`config.mk`:
```
export PLATFORM = sky130hd
export DESIGN_NAME = banked_memory_and_io_decoder_flat
export DESIGN_NICKNAME = d
export VERILOG_FILES = /design/src/design/bmio_pkg.sv /design/src/design/bmio_ifs.sv /design/src/design/bmio_state_regs.sv /design/src/design/bmio_decode.sv /design/src/design/banked_memory_and_io_decoder.sv /design/src/flat_wrapper.sv
export SDC_FILE = /design/constraint.sdc
export NUM_CORES = 1
export LEC_CHECK = 0
export ABC_CLOCK_PERIOD_IN_PS = 3020
export BUFFER_PORTS_ARGS = -buffer_cell sky130_fd_sc_hd__buf_4
export CELL_PAD_IN_SITES_DETAIL_PLACEMENT = 0
export CELL_PAD_IN_SITES_GLOBAL_PLACEMENT = 1
export CORE_AREA = 2 2 98 100
export CTS_CLUSTER_DIAMETER = 40
export DETAILED_ROUTE_END_ITERATION = 7
export DIE_AREA = 0 0 100 102
export GPL_TIMING_DRIVEN = 0
export HOLD_SLACK_MARGIN = 0.08
export PLACE_DENSITY = 0.74
export SYNTH_ARGS = -nofsm -noshare
export SYNTH_HDL_FRONTEND = slang
export SYNTH_SLANG_ARGS = --single-unit
```
`constraint.sdc`:
```
create_clock -name clk -period 3.02 [get_ports clk]
set_input_delay 0.302 -clock clk [delete_from_list [all_inputs] [get_ports clk]]
set_output_delay 0.302 -clock clk [all_outputs]
set_load 0.02 [all_outputs]
```
`src/design/bmio_pkg.sv`:
```
// Shared types and constants for the banked memory and I/O decoder.
package bmio_pkg;

    typedef enum logic [2:0] {
        TGT_MEM   = 3'd0,
        TGT_NONE  = 3'd1,
        TGT_ACIA  = 3'd2,
        TGT_UART  = 3'd3,
        TGT_DISK  = 3'd4,
        TGT_TIMER = 3'd5,
        TGT_BANK  = 3'd6
    } target_t;

    typedef enum logic [1:0] {
        CFG_LARGE_BANK_MODE = 2'd0,
        CFG_SERIAL_KIND     = 2'd1,
        CFG_DISK_PRESENT    = 2'd2,
        CFG_TIMER_PRESENT   = 2'd3
    } cfg_index_t;

    localparam int unsigned CPU_AW  = 16;
    localparam int unsigned PHYS_AW = 20;

    localparam logic [7:0]         IO_WINDOW_PAGE = 8'hFE;
    localparam logic [PHYS_AW-1:0] LOW_RAM_BASE   = 20'h18000;
    localparam logic [7:0]         BANK_SEL_REG   = 8'h38;
    localparam logic [5:0]         PAGE_REG_ROW   = 6'h1E;  // 0x78-0x7B
    localparam logic [5:0]         PAGING_EN_ROW  = 6'h1F;  // 0x7C-0x7F
    localparam logic [6:0]         ACIA_ROW       = 7'h50;  // 0xA0-0xA1
    localparam logic [4:0]         UART_ROW       = 5'h18;  // 0xC0-0xC7
    localparam logic [4:0]         DISK_ROW       = 5'h02;  // 0x10-0x17
    localparam logic [4:0]         TIMER_ROW      = 5'h0C;  // 0x60-0x67
    localparam logic [5:0]         FIRST_RW_PAGE  = 6'h20;

    typedef struct packed {
        logic large_bank_mode;
        logic serial_kind;
        logic disk_present;
        logic timer_present;
    } cfg_t;

    typedef struct packed {
        logic [1:0]      high_bank;
        logic [3:0][5:0] page_table;
        logic            paging_on;
    } bank_state_t;

    typedef struct packed {
        logic       high_bank_we;
        logic       page_we;
        logic [1:0] page_idx;
        logic       paging_we;
        logic [7:0] data;
    } bank_update_t;

    typedef struct packed {
        logic                op;
        logic [CPU_AW-1:0]   cpu_address;
        logic [7:0]          write_byte;
        logic                debug_access;
    } access_t;

    typedef struct packed {
        target_t             target;
        logic [PHYS_AW-1:0]  physical_address;
        logic [2:0]          device_register;
        logic                memory_write;
    } result_t;

endpackage

```
`src/design/bmio_ifs.sv`:
```
// Channel interfaces: bus access items, result items and configuration writes.
interface bmio_access_if;
    logic        valid;
    logic        ready;
    logic        op;
    logic [15:0] cpu_address;
    logic [7:0]  write_byte;
    logic        debug_access;

    modport source (output valid, op, cpu_address, write_byte, debug_access, input ready);
    modport sink   (input valid, op, cpu_address, write_byte, debug_access, output ready);
endinterface

interface bmio_result_if;
    logic        valid;
    logic        ready;
    logic [2:0]  target;
    logic [19:0] physical_address;
    logic [2:0]  device_register;
    logic        memory_write;

    modport source (output valid, target, physical_address, device_register, memory_write,
                    input ready);
    modport sink   (input valid, target, physical_address, device_register, memory_write,
                    output ready);
endinterface

interface bmio_cfg_if;
    logic       valid;
    logic       ready;
    logic [1:0] index;
    logic       data;

    modport source (output valid, index, data, input ready);
    modport sink   (input valid, index, data, output ready);
endinterface

```
`src/design/bmio_state_regs.sv`:
```
// Configuration registers and bank-control state of the decoder.
module bmio_state_regs (
    input  logic                   clk,
    input  logic                   rst_n,
    bmio_cfg_if.sink               cfg,
    input  logic                   update_en,
    input  bmio_pkg::bank_update_t update,
    output bmio_pkg::cfg_t         cfg_state,
    output bmio_pkg::bank_state_t  bank_state
);

    bmio_pkg::cfg_t        cfg_reg;
    bmio_pkg::cfg_t        cfg_next;
    bmio_pkg::bank_state_t bank_reg;
    bmio_pkg::bank_state_t bank_next;

    assign cfg.ready = 1'b1;

    always_comb
    begin
        cfg_next = cfg_reg;
        if (cfg.valid)
        begin
            unique case (bmio_pkg::cfg_index_t'(cfg.index))
                bmio_pkg::CFG_LARGE_BANK_MODE: cfg_next.large_bank_mode = cfg.data;
                bmio_pkg::CFG_SERIAL_KIND:     cfg_next.serial_kind     = cfg.data;
                bmio_pkg::CFG_DISK_PRESENT:    cfg_next.disk_present    = cfg.data;
                bmio_pkg::CFG_TIMER_PRESENT:   cfg_next.timer_present   = cfg.data;
                default:                       cfg_next = cfg_reg;
            endcase
        end
    end

    always_comb
    begin
        bank_next = bank_reg;
        if (update_en)
        begin
            if (update.high_bank_we)
            begin
                bank_next.high_bank = update.data[1:0];
            end
            if (update.page_we)
            begin
                bank_next.page_table[update.page_idx] = update.data[5:0];
            end
            if (update.paging_we)
            begin
                bank_next.paging_on = update.data[0];
            end
        end
    end

    always_ff @(posedge clk or negedge rst_n)
    begin
        if (!rst_n)
        begin
            cfg_reg  <= '{large_bank_mode: 1'b0, serial_kind: 1'b0,
                          disk_present: 1'b0, timer_present: 1'b1};
            bank_reg <= '0;
        end
        else
        begin
            cfg_reg  <= cfg_next;
            bank_reg <= bank_next;
        end
    end

    assign cfg_state  = cfg_reg;
    assign bank_state = bank_reg;

endmodule

```
`src/design/bmio_decode.sv`:
```
// Combinational decode of one access: I/O window, bank registers and memory mapping.
module bmio_decode (
    input  bmio_pkg::access_t      access,
    input  bmio_pkg::cfg_t         cfg_state,
    input  bmio_pkg::bank_state_t  bank_state,
    output bmio_pkg::result_t      result,
    output bmio_pkg::bank_update_t update
);

    logic       in_window;
    logic [7:0] lo;
    logic       is_acia;
    logic       is_uart;
    logic       is_disk;
    logic       is_tmr;
    logic [5:0] page;
    logic       wr;

    assign wr        = access.op;
    assign lo        = access.cpu_address[7:0];
    assign in_window = access.cpu_address[15:8] == bmio_pkg::IO_WINDOW_PAGE;
    assign is_acia   = !cfg_state.serial_kind && lo[7:1] == bmio_pkg::ACIA_ROW;
    assign is_uart   = cfg_state.serial_kind && lo[7:3] == bmio_pkg::UART_ROW;
    assign is_disk   = cfg_state.disk_present && lo[7:3] == bmio_pkg::DISK_ROW;
    assign is_tmr    = cfg_state.timer_present && lo[7:3] == bmio_pkg::TIMER_ROW;
    assign page      = bank_state.page_table[access.cpu_address[15:14]];

    always_comb
    begin
        result        = '{target: bmio_pkg::TGT_NONE, physical_address: '0,
                          device_register: 3'd0, memory_write: 1'b0};
        update        = '0;
        update.data   = access.write_byte;
        update.page_idx = lo[1:0];

        if (in_window)
        begin
            if (!wr)
            begin
                priority if (access.debug_access)
                begin
                    result.target = bmio_pkg::TGT_NONE;
                end
                else if (is_acia)
                begin
                    result.target          = bmio_pkg::TGT_ACIA;
                    result.device_register = {2'b00, lo[0]};
                end
                else if (is_uart)
                begin
                    result.target          = bmio_pkg::TGT_UART;
                    result.device_register = lo[2:0];
                end
                else if (is_disk)
                begin
                    result.target          = bmio_pkg::TGT_DISK;
                    result.device_register = lo[2:0];
                end
                else if (is_tmr)
                begin
                    result.target          = bmio_pkg::TGT_TIMER;
                    result.device_register = lo[2:0];
                end
                else
                begin
                    result.target = bmio_pkg::TGT_NONE;
                end
            end
            else
            begin
                // Write decode order differs from reads: the bank registers
                // take priority over the UART and the timer.
                priority if (is_acia)
                begin
                    result.target          = bmio_pkg::TGT_ACIA;
                    result.device_register = {2'b00, lo[0]};
                end
                else if (is_disk)
                begin
                    result.target          = bmio_pkg::TGT_DISK;
                    result.device_register = lo[2:0];
                end
                else if (lo == bmio_pkg::BANK_SEL_REG)
                begin
                    result.target          = bmio_pkg::TGT_BANK;
                    result.device_register = lo[2:0];
                    update.high_bank_we    = 1'b1;
                end
                else if (lo[7:2] == bmio_pkg::PAGE_REG_ROW)
                begin
                    result.target          = bmio_pkg::TGT_BANK;
                    result.device_register = lo[2:0];
                    update.page_we         = 1'b1;
                end
                else if (lo[7:2] == bmio_pkg::PAGING_EN_ROW)
                begin
                    result.target          = bmio_pkg::TGT_BANK;
                    result.device_register = lo[2:0];
                    update.paging_we       = 1'b1;
                end
                else if (is_uart)
                begin
                    result.target          = bmio_pkg::TGT_UART;
                    result.device_register = lo[2:0];
                end
                else if (is_tmr)
                begin
                    result.target          = bmio_pkg::TGT_TIMER;
                    result.device_register = lo[2:0];
                end
                else
                begin
                    result.target = bmio_pkg::TGT_NONE;
                end
            end
        end
        else if (!cfg_state.large_bank_mode)
        begin
            if (!access.cpu_address[15])
            begin
                result.target           = bmio_pkg::TGT_MEM;
                result.physical_address = bmio_pkg::LOW_RAM_BASE
                                        + {4'h0, access.cpu_address};
                result.memory_write     = wr;
            end
            else if (bank_state.high_bank == 2'd0 && wr)
            begin
                result.target = bmio_pkg::TGT_NONE;
            end
            else
            begin
                result.target           = bmio_pkg::TGT_MEM;
                result.physical_address = {3'b000, bank_state.high_bank,
                                           access.cpu_address[14:0]};
                result.memory_write     = wr;
            end
        end
        else if (!bank_state.paging_on)
        begin
            // Paging off: writes are blocked and reads see the ROM page.
            if (!wr)
            begin
                result.target           = bmio_pkg::TGT_MEM;
                result.physical_address = {6'h00, access.cpu_address[13:0]};
            end
        end
        else if (page < bmio_pkg::FIRST_RW_PAGE && wr)
        begin
            result.target = bmio_pkg::TGT_NONE;
        end
        else
        begin
            result.target           = bmio_pkg::TGT_MEM;
            result.physical_address = {page, access.cpu_address[13:0]};
            result.memory_write     = wr;
        end
    end

endmodule

```
`src/design/banked_memory_and_io_decoder.sv`:
```
// Top level of the banked memory and I/O decoder: input register, decode, result register.
//
//  channel  | role   | payload
//  ---------+--------+-------------------------------------------------------------
//  access   | sink   | op, cpu_address, write_byte, debug_access
//  result   | source | target, physical_address, device_register, memory_write
//  cfg      | sink   | index, data (always ready)
//
// One item per cycle while the result register can drain; an item passes through the
// input register and then the result register, from which its result is offered.
// Bank-register writes update the mapping state as the item leaves the input
// register, so the next item already decodes with the new state.
// A stalled result holds its register; the input register stays open while the result
// register can drain. Reset clears the valid flags and bank state and sets config defaults.
module banked_memory_and_io_decoder (
    input  logic           clk,
    input  logic           rst_n,
    bmio_access_if.sink    access,
    bmio_result_if.source  result,
    bmio_cfg_if.sink       cfg
);

    logic                  stage_valid_reg;
    bmio_pkg::access_t     stage_reg;
    logic                  out_valid_reg;
    bmio_pkg::result_t     out_reg;
    logic                  out_load;
    logic                  stage_load;
    bmio_pkg::result_t     dec_result;
    bmio_pkg::bank_update_t dec_update;
    bmio_pkg::cfg_t        cfg_state;
    bmio_pkg::bank_state_t bank_state;

    assign out_load     = stage_valid_reg && (!out_valid_reg || result.ready);
    assign access.ready = !stage_valid_reg || out_load;
    assign stage_load   = access.valid && access.ready;

    bmio_state_regs u_state (
        .clk        (clk),
        .rst_n      (rst_n),
        .cfg        (cfg),
        .update_en  (out_load),
        .update     (dec_update),
        .cfg_state  (cfg_state),
        .bank_state (bank_state)
    );

    bmio_decode u_decode (
        .access     (stage_reg),
        .cfg_state  (cfg_state),
        .bank_state (bank_state),
        .result     (dec_result),
        .update     (dec_update)
    );

    always_ff @(posedge clk or negedge rst_n)
    begin
        if (!rst_n)
        begin
            stage_valid_reg <= 1'b0;
            out_valid_reg   <= 1'b0;
        end
        else
        begin
            if (access.ready)
            begin
                stage_valid_reg <= access.valid;
            end
            if (out_load)
            begin
                out_valid_reg <= 1'b1;
            end
            else if (result.ready)
            begin
                out_valid_reg <= 1'b0;
            end
        end
    end

    always_ff @(posedge clk)
    begin
        if (stage_load)
        begin
            stage_reg <= '{op: access.op, cpu_address: access.cpu_address,
                           write_byte: access.write_byte, debug_access: access.debug_access};
        end
        if (out_load)
        begin
            out_reg <= dec_result;
        end
    end

    assign result.valid            = out_valid_reg;
    assign result.target           = out_reg.target;
    assign result.physical_address = out_reg.physical_address;
    assign result.device_register  = out_reg.device_register;
    assign result.memory_write     = out_reg.memory_write;

`ifndef ASSERT_OFF
    a_write_only_memory: assert property (@(posedge clk) disable iff (!rst_n)
        out_valid_reg && out_reg.memory_write |-> out_reg.target == bmio_pkg::TGT_MEM)
        else $error("memory_write set for a result that is not a memory access");

    a_addr_zero_off_memory: assert property (@(posedge clk) disable iff (!rst_n)
        out_valid_reg && out_reg.target != bmio_pkg::TGT_MEM |-> out_reg.physical_address == '0)
        else $error("physical address nonzero on a non-memory result");

    a_reg_only_devices: assert property (@(posedge clk) disable iff (!rst_n)
        out_valid_reg && (out_reg.target == bmio_pkg::TGT_MEM
                          || out_reg.target == bmio_pkg::TGT_NONE)
        |-> out_reg.device_register == 3'd0)
        else $error("device register offset given for memory or none");

    a_result_from_stage: assert property (@(posedge clk) disable iff (!rst_n)
        $rose(out_valid_reg) |-> $past(stage_valid_reg))
        else $error("result appeared without an item in the input register");

    a_state_changes_on_write: assert property (@(posedge clk) disable iff (!rst_n)
        !$stable(bank_state) |-> $past(out_load && stage_reg.op))
        else $error("bank state changed without a bank register write");
`endif

endmodule
```
`src/flat_wrapper.sv`:
```
// flat-port wrapper written by rule: the top's interface ports become plain ports
module banked_memory_and_io_decoder_flat 
  (clk, rst_n, access_valid, access_op, access_cpu_address, access_write_byte, access_debug_access, access_ready, result_valid, result_target, result_physical_address, result_device_register, result_memory_write, result_ready, cfg_valid, cfg_index, cfg_data, cfg_ready);
  bmio_access_if access_i ();
  bmio_result_if result_i ();
  bmio_cfg_if cfg_i ();
  input  logic clk;
  input  logic rst_n;
  input wire logic [$bits(access_i.valid)-1:0] access_valid;
  input wire logic [$bits(access_i.op)-1:0] access_op;
  input wire logic [$bits(access_i.cpu_address)-1:0] access_cpu_address;
  input wire logic [$bits(access_i.write_byte)-1:0] access_write_byte;
  input wire logic [$bits(access_i.debug_access)-1:0] access_debug_access;
  output wire logic [$bits(access_i.ready)-1:0] access_ready;
  output wire logic [$bits(result_i.valid)-1:0] result_valid;
  output wire logic [$bits(result_i.target)-1:0] result_target;
  output wire logic [$bits(result_i.physical_address)-1:0] result_physical_address;
  output wire logic [$bits(result_i.device_register)-1:0] result_device_register;
  output wire logic [$bits(result_i.memory_write)-1:0] result_memory_write;
  input wire logic [$bits(result_i.ready)-1:0] result_ready;
  input wire logic [$bits(cfg_i.valid)-1:0] cfg_valid;
  input wire logic [$bits(cfg_i.index)-1:0] cfg_index;
  input wire logic [$bits(cfg_i.data)-1:0] cfg_data;
  output wire logic [$bits(cfg_i.ready)-1:0] cfg_ready;
  assign access_i.valid = access_valid;
  assign access_i.op = access_op;
  assign access_i.cpu_address = access_cpu_address;
  assign access_i.write_byte = access_write_byte;
  assign access_i.debug_access = access_debug_access;
  assign access_ready = access_i.ready;
  assign result_valid = result_i.valid;
  assign result_target = result_i.target;
  assign result_physical_address = result_i.physical_address;
  assign result_device_register = result_i.device_register;
  assign result_memory_write = result_i.memory_write;
  assign result_i.ready = result_ready;
  assign cfg_i.valid = cfg_valid;
  assign cfg_i.index = cfg_index;
  assign cfg_i.data = cfg_data;
  assign cfg_ready = cfg_i.ready;
  banked_memory_and_io_decoder u_core (.clk(clk), .rst_n(rst_n), .access(access_i), .result(result_i), .cfg(cfg_i));
endmodule
```
Word-level counts from Yosys, hierarchy flattened
Index checks and enable logic that the tools add are counted.
{"block": "totals", "ff_bits": 84, "inputBits": 34, "out_inout_bits": 30, "wordCells": 119}
{"block": "classes", "n_addsub": 1, "n_lt_le_gt_ge": 4, "n_eq_ne": 11, "mux": 59, "reduce_logical": 24}
{"cell": "$mux W3", "n": 25}
{"cell": "$mux W23", "n": 2}
{"cell": "$mux W21", "n": 2}
{"cell": "$bwmux W24", "n": 1}
{"cell": "$mux W20", "n": 1}
{"cell": "$mux W1", "n": 19}
{"cell": "$add A17 B16 Y18 const A", "n": 1}
{"cell": "$mux W17", "n": 1}
{"cell": "$reduce_and A2 Y1", "n": 7}
{"cell": "$bmux W6 S2", "n": 1}
{"cell": "$demux W6 S2", "n": 1}
{"cell": "$eq A6 B5 Y1 const B", "n": 2}
{"cell": "$mux W6", "n": 2}
{"cell": "$logic_and A1 B1 Y1", "n": 9}
{"cell": "$eq A8 B6 Y1 const B", "n": 1}
{"cell": "$eq A8 B8 Y1 const B", "n": 1}
{"cell": "$mux W2", "n": 4}
{"cell": "$eq A7 B7 Y1 const B", "n": 1}
{"cell": "$lt A2 B3 Y1 const B", "n": 2}
{"cell": "$lt A6 B6 Y1 const B", "n": 1}
{"cell": "$eq A5 B2 Y1 const B", "n": 1}
{"cell": "$eq A5 B4 Y1 const B", "n": 1}
{"cell": "$eq A5 B5 Y1 const B", "n": 1}
{"cell": "$eq A2 B2 Y1 const B", "n": 2}
{"cell": "other kinds (6)", "n": 10}

Depth between registers and ports, before layout
Gate-level depths: netlist of run 1.
{"block": "depth", "word_depth": 11, "mapped_depth": 7}

Cells and area by module
A second synthesis of run 1 with hierarchy kept.
{"block": "unflattened", "hier_cells": 236, "area_unflattened_um2": 3738.6}
{"module": "banked_memory_and_io_decoder", "instances": 1, "cells_each": 61, "area_each_um2": 1695.4}
{"module": "bmio_state_regs", "instances": 1, "cells_each": 75, "area_each_um2": 1261.2}
{"module": "bmio_decode", "instances": 1, "cells_each": 100, "area_each_um2": 782.0}

Worst setup path after synthesis of run 1
Ideal clock, no wire load.
{"block": "synth_timing", "kind": "register to register", "start": "reg u_core.stage_reg[11] (netlist bit)", "end": "reg u_core.u_state.bank_reg (netlist bit u_core.u_state.bank_state[19])", "setup_time_ns": 0.125, "t_arrival_ns": 2.362, "t_required_ns": 2.895, "slack_ns": 0.533, "path_stages_with_launch": 8, "period_less_slack_ns": 2.487, "cell_sequence": "edfxtp_1 -> or4b_2 -> or3b_2 -> buf_2 -> nand4_4 -> or4_4 -> buf_6 -> mux2_2"}
{"block": "synth_via", "elab_chain_len": 8, "elab_cells_between_ends": 11}
{"element": "start: declaration", "line": "banked_memory_and_io_decoder.sv:24", "source": "bmio_pkg::access_t stage_reg;"}
{"element": "start signal: assignment", "line": "banked_memory_and_io_decoder.sv:84", "source": "stage_reg <= '{op: access.op, cpu_address: access.cpu_address,"}
{"element": "$eq A6 B5 Y1", "line": "bmio_decode.sv:89", "source": "else if (lo[7:2] == bmio_pkg::PAGE_REG_ROW)"}
{"element": "$mux W1", "line": "bmio_decode.sv:89"}
{"element": "$mux W1", "line": "bmio_decode.sv:83", "source": "else if (lo == bmio_pkg::BANK_SEL_REG)"}
{"element": "$mux W2", "line": "bmio_decode.sv:78", "source": "else if (is_disk)"}
{"element": "$mux W2 (*)", "line": "bmio_decode.sv:73", "source": "priority if (is_acia)"}
{"element": "$mux W2 (*)", "line": "bmio_decode.sv:38", "source": "if (!wr)"}
{"element": "$mux W2 (*)", "line": "bmio_decode.sv:36", "source": "if (in_window)"}
{"element": "$reduce_and A2 Y1 (no source line) (*)"}
{"element": "end signal: assignment", "line": "bmio_state_regs.sv:65", "source": "bank_reg <= bank_next;"}
{"element": "end: declaration", "line": "bmio_state_regs.sv:14", "source": "bmio_pkg::bank_state_t bank_reg;"}
Mark *: on every way between the ends. The rest lies on a longest branch, timed or not.
A chain may end at the register's enable or synchronous reset.

Worst setup path in the final report of run 1
Same ends and word-level chain as after synthesis.

==> results of run 1 <==
-- kinds of logic after synthesis --
logic type	share of synthesized area
other cells	0.00104
buf+inv	0.0211
simple gates	0.154
compound gates	0.0364
mux	0.134
flops	0.654
-- power groups by stage --
stage               logic [mW]  clock network (mW)  registers [mW]
floorplan               0.0933                   0            1.40
global route             0.264               0.928            1.35
global placement         0.241                   0            1.37
finish                   0.242               0.861            1.34
CTS                      0.246               0.880            1.35
detailed placement       0.244                   0            1.37
-- per-layer routing --
metal | vias up | routed length [um] | GRT usage
li1 | 1044 | - | -
met1 | 1061 | 3120 | 0.183
met2 | 58 | 3070 | 0.217
met3 | 14 | 332 | 0.0342
met4 | 0 | 139 | 0.0664
met5 | - | 0 | 0
-- area by class of cell --
cell class | instances | share of cell area
inverter | 4 | 0.00339
clock inverter | 7 | 0.0207
sequential | 84 | 0.533
timing repair buffer | 61 | 0.104
clock buffer | 9 | 0.0280
tap | 111 | 0.0314
multi-input combinational | 142 | 0.265
buffer | 10 | 0.0139
-- layout by cell type, fill, tap and decap left out, types with 3 or more instances in the layout --
cell	netlist	layout
a21oi_1	6	6
a31oi_1	3	3
and2_1	16	16
and3_1	4	4
buf_4	2	62
clkbuf_1	5	5
clkbuf_8	0	9
clkinvlp_4	0	3
dfrtp_1	32	32
edfxtp_1	51	51
inv_1	4	4
mux2_2	31	31
mux4_2	6	6
nand2_1	11	11
nand2b_1	6	6
nand3_1	7	7
nand3b_1	3	3
nor2_1	12	12
nor2b_1	3	3
nor3b_1	3	3
o21ai_0	4	4
-- worst max path at each step --
stage	from	to	slack, ps	depth (start not counted)
CTS	u_core.stage_reg[11]	u_core.u_state.bank_state[19]	310	7
global placement	u_core.stage_reg[11]	u_core.u_state.bank_state[23]	350	7
floorplan	u_core.stage_reg[11]	u_core.u_state.bank_state[19]	530	7
global route	u_core.stage_reg[11]	u_core.u_state.bank_state[24]	220	7
finish	u_core.stage_reg[11]	u_core.u_state.bank_state[19]	310	7
detailed placement	u_core.stage_reg[11]	u_core.u_state.bank_state[19]	320	7
==> out/results.tsv, run 1 <==
metric	value	unit
global-route wire length before repair	10500	um
ys flop type	edfxtp_1	
cell depth of the worst flop-to-flop path	7	
Row Count	35	
hold path start	access_cpu_address[11]	
leak pwr	1.82	nW
Clock power frac	0.352	
NetSw	576	uW
vias in the first global route	2136	
Hold WS	115	ps
die height	102	um
max reg flops	27	
via/cell ratio	5.09	
Tcrit/Tclk final	0.897	
Max H-tree Level	3	
fmax	0.369	GHz
Final Critical Period	2710	ps
Synth top cells by count	edfxtp_1 (51), dfrtp_1 (32), mux2_2 (31), and2_1 (16), nor2_1 (12)	
Core ar.	9110	um^2
Seq/Total Area, Yosys	0.654	
worst-margin pin slew	1220	ps
non-filler cells in the finished layout	428	
clock transition at the registers of the reported paths	90	ps
total CTS buffers	9	
Max-slew headroom	0.184	
reg2reg start	u_core.stage_reg[11]	
remaining antenna violation count	0	
Finish-stage setup viols	0	
Max Cap Viol	0	
post-CTS setup buffer count	0	
CTS Buffer Depth	2	
HP Class	primary input to register	
initial core utilization	0.396	
outcome	complete, no violations	
total grt overflow	0	
Final Hold Viols	0	
post-layout net count	346	
vias	2177	
total buffers and inverters traversed by the critical path	2	
number of hold buffers added after CTS	1	
Worst Setup End Kind	register	
HPWL after detailed placement	4770	um
chip width	100	um
drt first pass iters	4	
number of synthesized flops with an enable pin	51	
PD cells	553	nW/um^2
Setup CP Type	register to register	
Cells after Synth	240	
Critical Path Slowest Stage Cell	or4b_2	
sequential share of power	0.549	
antenna violations before repair	0	
layout cells sized above 1	0.397	
total die area	10200	um^2
DRC errors left	0	
IO buf count	60	
flop-to-flop setup slack	310	ps
Design Area, Final	4420	um^2
# resized after CTS	0	
Tot GR Track Use	0.139	
Sw Ratio	0.236	
Root Driver	clkbuf_8	
crit-path max FO	7	
Register Area	2360	um^2
Ys Warns	0	
RSZ-0062 raised after global routing	false	
CP delay by family, top	simple AND/OR/NAND/NOR gates	
combinational share of power	0.099	
fill cell count	808	
final core occ	0.486	
Seq cells post-synth	84	
reg2reg end	u_core.u_state.bank_state[19]	
Critical Path Start Type	register	
synth-to-layout area growth	22.6	%
ant diodes	0	
dpl ws	321	ps
post-DR wirelength/cell	15.6	um
RePlAce Congestion	0.824	
DRT iter0 DRCs	67	
clk_skew	9.62	ps
worst-path cell chain	or4b_2 > or3b_2 > buf_2 > nand4_4 > or4_4 > buf_6 > mux2_2	
Placed Area	4200	um^2
Post-Syn Area	3610	um^2
largest net degree at the start of global routing	34	
Tot Pwr	2.45	mW
crit path DAT	2950	ps
Post-Route WL	6670	um
Yosys top cell by area	edfxtp_1	
I/O pins	64	
CTS tree	done	
Max stage delay on crit path	710	ps
worst path required time	3260	ps
Net Count, Synth	274	
Slew Viols, Final	0	
worst-skew pair later-pin latency	360	ps
PnR worst setup slack	311	ps
Int Pwr	1.87	mW
peak supply drop	276	uV
synth top area cells	edfxtp_1 (42%), dfrtp_1 (22%), mux2_2 (9.7%), mux4_2 (3.7%), and2_1 (2.8%)	
Hold Path End	u_core.stage_reg[20]	
placed cells	411	
Hold Crit Depth	1	
Fin Setup TNS	0	ps
dominant cell by count in the synthesized netlist	edfxtp_1	
mean post-synth cell area	15.0	um^2
Yosys top cell area share	0.424	
count of different cell masters after synthesis	42	
area occupied by multi-input gates	1170	um^2
Synth async-reset ratio	0.393	
CTS sink cnt	84	
No activity file was read; power rests on OpenSTA's default activity.
==> run 2: changes to the inputs <==
--- a/config.mk
+++ b/config.mk
@@ -16,6 +16,7 @@
 export GPL_TIMING_DRIVEN = 0
 export HOLD_SLACK_MARGIN = 0.08
 export PLACE_DENSITY = 0.74
+export RECOVER_POWER = 25
 export SYNTH_ARGS = -nofsm -noshare
 export SYNTH_HDL_FRONTEND = slang
 export SYNTH_SLANG_ARGS = --single-unit
==> run 2 against run 1 <==
- the run now ends with capacitance limit, slew limit left
- setup slack lost 2.5 ps
- critical endpoint unchanged
- first-iteration DRC count up 39%
- clock power hardly changed
- critical path type unchanged
- highest routed layer unchanged
- cell count unchanged
- flip-flop and latch count unchanged
- non-clock buffer count unchanged
- combinational power hardly changed
- core utilization about the same
- power decreased by 0.18%
==> out/results.tsv, run 2 (synthesis results as in run 1) <==
metric	value	unit
placed cells	411	
cell depth of the worst flop-to-flop path	7	
drt first pass iters	4	
crit path DAT	2950	ps
most common cell after layout, fill and taps aside	edfxtp_1	
Fin Setup TNS	0	ps
DRC errors left	0	
worst-skew pair later-pin latency	360	ps
initial core utilization	0.396	
fill cell count	810	
Core ar.	9110	um^2
worst-margin pin slew	1760	ps
HPWL after detailed placement	4770	um
global-route wire length before repair	10500	um
Max H-tree Level	3	
die height	102	um
PD cells	553	nW/um^2
reg2reg start	u_core.stage_reg[11]	
Tcrit/Tclk final	0.898	
final core occ	0.485	
max reg flops	27	
antenna violations before repair	0	
IO buf count	60	
outcome	finished, violations left	
ant diodes	0	
Worst Setup End Kind	register	
crit-path max FO	7	
total CTS buffers	9	
via/cell ratio	5.09	
I/O pins	64	
Final Hold Viols	0	
Tot GR Track Use	0.139	
post-DR wirelength/cell	15.5	um
most frequent cells in the layout	edfxtp_1 (51), buf_4 (37), dfrtp_1 (32)	
Critical path origin	u_core.stage_reg[11]	
DRT iter0 DRCs	93	
peak supply drop	275	uV
largest net degree at the start of global routing	34	
vias in the first global route	2136	
Setup CP Type	register to register	
failing checks	capacitance limit, slew limit	
post-layout net count	346	
RSZ-0062 raised after global routing	false	
CTS Buffer Depth	2	
Root Driver	clkbuf_8	
fmax	0.369	GHz
CTS sink cnt	84	
Finish-stage setup viols	0	
# resized after CTS	0	
total die area	10200	um^2
HP Class	primary input to register	
clk_skew	9.58	ps
RePlAce Congestion	0.824	
layout cells sized above 1	0.394	
Critical Path Start Type	register	
Row Count	35	
leak pwr	1.81	nW
hold path start	access_cpu_address[11]	
post-CTS setup buffer count	0	
synth-to-layout area growth	22.5	%
CTS tree	done	
non-filler cells in the finished layout	428	
total grt overflow	0	
chip width	100	um
vias	2179	
worst path required time	3260	ps
Slew Viols, Final	34	
Max Cap Viol	1	
remaining antenna violation count	0	
Post-Route WL	6630	um
Max-slew headroom	-0.175	
Hold Crit Depth	1	
clock transition at the registers of the reported paths	90	ps
Final Critical Period	2710	ps
-- run 2: through the flow --
step / worst slack, ps / area, um^2 / hold WS (ps) / total power [mW]
2_1_floorplan: 533 / 3610 / 6.41 / 1.49
3_3_place_gp: 351 / 4200 / 261 / 1.61
3_5_place_dp: 321 / 4200 / 270 / 1.61
4_1_cts: 313 / 4420 / 104 / 2.47
5_1_grt: 216 / 4420 / 122 / 2.54
6_report: 309 / 4420 / 138 / 2.44
-- run 2: final timing paths --
check	endpoint	slack (ps)
setup / recovery	u_core.u_state.bank_state[19]	310
hold / removal	u_core.stage_reg[20]	140
setup reg to reg	u_core.u_state.bank_state[19]	310
hold reg to reg	u_core.u_state.bank_state[13]	510
max in group asynchronous	u_core.u_state.cfg_state[2]	1050
min in group asynchronous	u_core.u_state.bank_state[1]	950
-- run 2: area by class of cell --
| cell class | instances | area [um^2] | share of cell area |
|---|---|---|---|
| clock inverter | 7 | 91.3 | 0.0207 |
| clock buffer | 9 | 124 | 0.0280 |
| buffer | 10 | 61.3 | 0.0139 |
| inverter | 4 | 15.0 | 0.00340 |
| multi-input combinational | 142 | 1170 | 0.266 |
| timing repair buffer | 61 | 457 | 0.103 |
| tap | 111 | 139 | 0.0314 |
| sequential | 84 | 2360 | 0.534 |
-- run 2: where the power goes --
part           switching [mW]  leakage, nW  internal, mW
sequential             0.0433        0.943          1.30
combinational           0.133        0.769         0.106
clock                   0.398       0.0989         0.461
total                   0.574         1.81          1.87
-- run 2: what timing repair did --
action / in CTS / in global routing
endpoints found under the setup margin: 0 / 0
hold buffers: 1 / 0
hold endpoints to repair: 32 / 0
-- run 2: per-layer routing --
metal  vias to the layer above  track usage  routed length [um]
li1                       1044            -                   -
met1                      1062        0.183                3100
met2                        61        0.217                3040
met5                         -            0                   0
met4                         0       0.0664                 143
met3                        12       0.0342                 344
-- run 2: critical path, cell delays in order (launching register included) --
cell,delay (ps)
edfxtp_1,520
or4b_2,710
or3b_2,450
buf_2,180
nand4_4,140
or4_4,150
buf_6,120
mux2_2,330
==> run 3: changes to the inputs <==
--- a/config.mk
+++ b/config.mk
@@ -5,17 +5,17 @@
 export SDC_FILE = /design/constraint.sdc
 export NUM_CORES = 1
 export LEC_CHECK = 0
-export ABC_CLOCK_PERIOD_IN_PS = 3020
+export ABC_CLOCK_PERIOD_IN_PS = 3300
 export BUFFER_PORTS_ARGS = -buffer_cell sky130_fd_sc_hd__buf_4
 export CELL_PAD_IN_SITES_DETAIL_PLACEMENT = 0
 export CELL_PAD_IN_SITES_GLOBAL_PLACEMENT = 1
-export CORE_AREA = 2 2 98 100
+export CORE_AREA = 2 2 126 128
 export CTS_CLUSTER_DIAMETER = 40
 export DETAILED_ROUTE_END_ITERATION = 7
-export DIE_AREA = 0 0 100 102
-export GPL_TIMING_DRIVEN = 0
+export DIE_AREA = 0 0 128 130
+export GPL_TIMING_DRIVEN = 1
 export HOLD_SLACK_MARGIN = 0.08
-export PLACE_DENSITY = 0.74
+export PLACE_DENSITY = 0.5
 export RECOVER_POWER = 25
 export SYNTH_ARGS = -nofsm -noshare
 export SYNTH_HDL_FRONTEND = slang
==> constraint.sdc (replaced) <==
create_clock -name clk -period 3.3 [get_ports clk]
set_input_delay 0.33 -clock clk [delete_from_list [all_inputs] [get_ports clk]]
set_output_delay 0.33 -clock clk [all_outputs]
set_load 0.02 [all_outputs]
==> run 3 against run 2 <==
- the flow still finishes with violations (capacitance limit, slew limit)
- maximum frequency up 4.2%
- sequential share of layout area down 1.9 points
- setup slack better by 390 ps
- sequential power down 8%
- count of clock-buffer cells in the layout up 3
- first-iteration DRC count up 100%
- final area up 3.8%
- clock power up 7.7%
- core utilization down 19 points
- cell count up 19%
==> out/results.tsv, run 3 (synthesis results as in run 1) <==
metric	value	unit
post-DR wirelength/cell	15.3	um
Final Hold Viols	0	
worst-margin pin slew	1840	ps
chip width	128	um
synth-to-layout area growth	27.1	%
Worst Setup End Kind	register	
Max-slew headroom	-0.226	
Hold WS	183	ps
IO buf count	60	
post-CTS setup buffer count	0	
Slew Viols, Final	34	
I/O pins	64	
CTS sink cnt	84	
sequential share of power	0.518	
Sw Ratio	0.236	
Core ar.	15400	um^2
combinational share of power	0.094	
Int Pwr	1.82	mW
Fin Setup TNS	0	ps
Tot Pwr	2.38	mW
PD cells	520	nW/um^2
largest net degree at the start of global routing	34	
worst-skew pair later-pin latency	340	ps
Tcrit/Tclk final	0.789	
DRC errors left	0	
RSZ-0062 raised after global routing	false	
post-layout net count	346	
Finish-stage setup viols	0	
Final Critical Period	2600	ps
die height	130	um
outcome	finished, violations left	
clock transition at the registers of the reported paths	60	ps
max reg flops	27	
Root Driver	clkbuf_16	
failing checks	capacitance limit, slew limit	
RePlAce Congestion	0.741	
fill cell count	1592	
Row Count	46	
fmax	0.384	GHz
Max stage delay on crit path	700	ps
layout cells sized above 1	0.401	
Clock power frac	0.388	
Post-Route WL	7780	um
Max Cap Viol	1	
leak pwr	1.86	nW
most frequent cells in the layout	edfxtp_1 (51), buf_4 (45), dfrtp_1 (32)	
total die area	16600	um^2
CTS tree	done	
PnR worst setup slack	697	ps
Design Area, Final	4590	um^2
non-filler cells in the finished layout	509	
crit-path max FO	7	
Setup CP Type	register to register	
via/cell ratio	4.30	
HP Class	primary input to register	
clk_skew	5.99	ps
global-route wire length before repair	12500	um
Max H-tree Level	3	
ant diodes	0	
remaining antenna violation count	0	
peak supply drop	202	uV
DRT iter0 DRCs	187	
vias in the first global route	2297	
antenna violations before repair	0	
NetSw	563	uW
Critical Path Slowest Stage Cell	or4b_2	
Critical Path Start Type	register	
initial core utilization	0.234	
total CTS buffers	9	
vias	2190	
final core occ	0.297	
CTS Buffer Depth	2	
placed cells	492	
crit path DAT	2830	ps
worst-path cell chain	or4b_2 > or3b_2 > and4_1 > nand4b_1 > mux2_2	
most common cell after layout, fill and taps aside	edfxtp_1	
HPWL after detailed placement	5650	um
total grt overflow	0	
Tot GR Track Use	0.102	
Placed Area	4310	um^2
drt first pass iters	4	
dpl ws	708	ps
worst path required time	3530	ps
## run 3: cell count changes in the layout (fill, tap and decap cells not counted)
cell	before	now
clkinvlp_4	3	0
buf_4	37	45
clkbuf_4	24	23
buf_6	2	0
buf_2	1	0
clkbuf_16	0	9
clkinv_4	0	1
clkbuf_1	6	4
bufinv_16	2	0
clkbuf_8	9	1
inv_4	0	1
## run 3: final timing paths
check / start / endpoint / slack [ps] / cells past startpoint
hold / removal: access_cpu_address[12] / u_core.stage_reg[21] / 180 / 1
min in group asynchronous: rst_n / u_core.result.valid / 1020 / 2
setup / recovery: u_core.stage_reg[11] / u_core.u_state.bank_state[25] / 700 / 5
max in group asynchronous: rst_n / u_core.u_state.bank_state[9] / 1220 / 2
hold reg to reg: u_core.u_state.bank_state[10] / u_core.u_state.bank_state[10] / 500 / 1
setup reg to reg: u_core.stage_reg[11] / u_core.u_state.bank_state[25] / 700 / 5
## run 3: layer usage
layer | part of all wire | global-route usage | vias up
li1 | - | - | 1043
met2 | 0.48 | 0.158 | 51
met5 | 0 | 0 | -
met4 | 0.019 | 0.0427 | 0
met3 | 0.046 | 0.0349 | 10
met1 | 0.46 | 0.132 | 1086
## run 3: critical path: cells and delay by family, from the launching register on
family | cells | cell delay [ps]
flops | 1 | 490
mux | 1 | 350
simple gates | 4 | 1640
## run 3: power groups by stage
stage	sequential (mW)	clock [mW]	combinational, mW
2_1_floorplan	1.28	0	0.0854
3_3_place_gp	1.26	0	0.229
3_5_place_dp	1.26	0	0.230
4_1_cts	1.23	0.961	0.231
5_1_grt	1.24	1.01	0.246
6_report	1.23	0.925	0.224
## run 3: what timing repair did
| action | CTS | global route |
|---|---|---|
| endpoints found under the hold margin | 32 | 0 |
| endpoints found under the setup margin | 0 | 0 |
| hold buffers | 1 | 0 |
| gates resized for setup | 0 | 0 |
## run 3: area by class of cell
type | count | area [um^2] | area share
clock buffers | 12 | 246 | 0.0538
clock inverters | 4 | 23.8 | 0.00518
inverters | 4 | 15.0 | 0.00327
multi-input cells | 142 | 1170 | 0.256
flip-flops and latches | 84 | 2360 | 0.514
well taps | 192 | 240 | 0.0524
repair buffers | 71 | 528 | 0.115
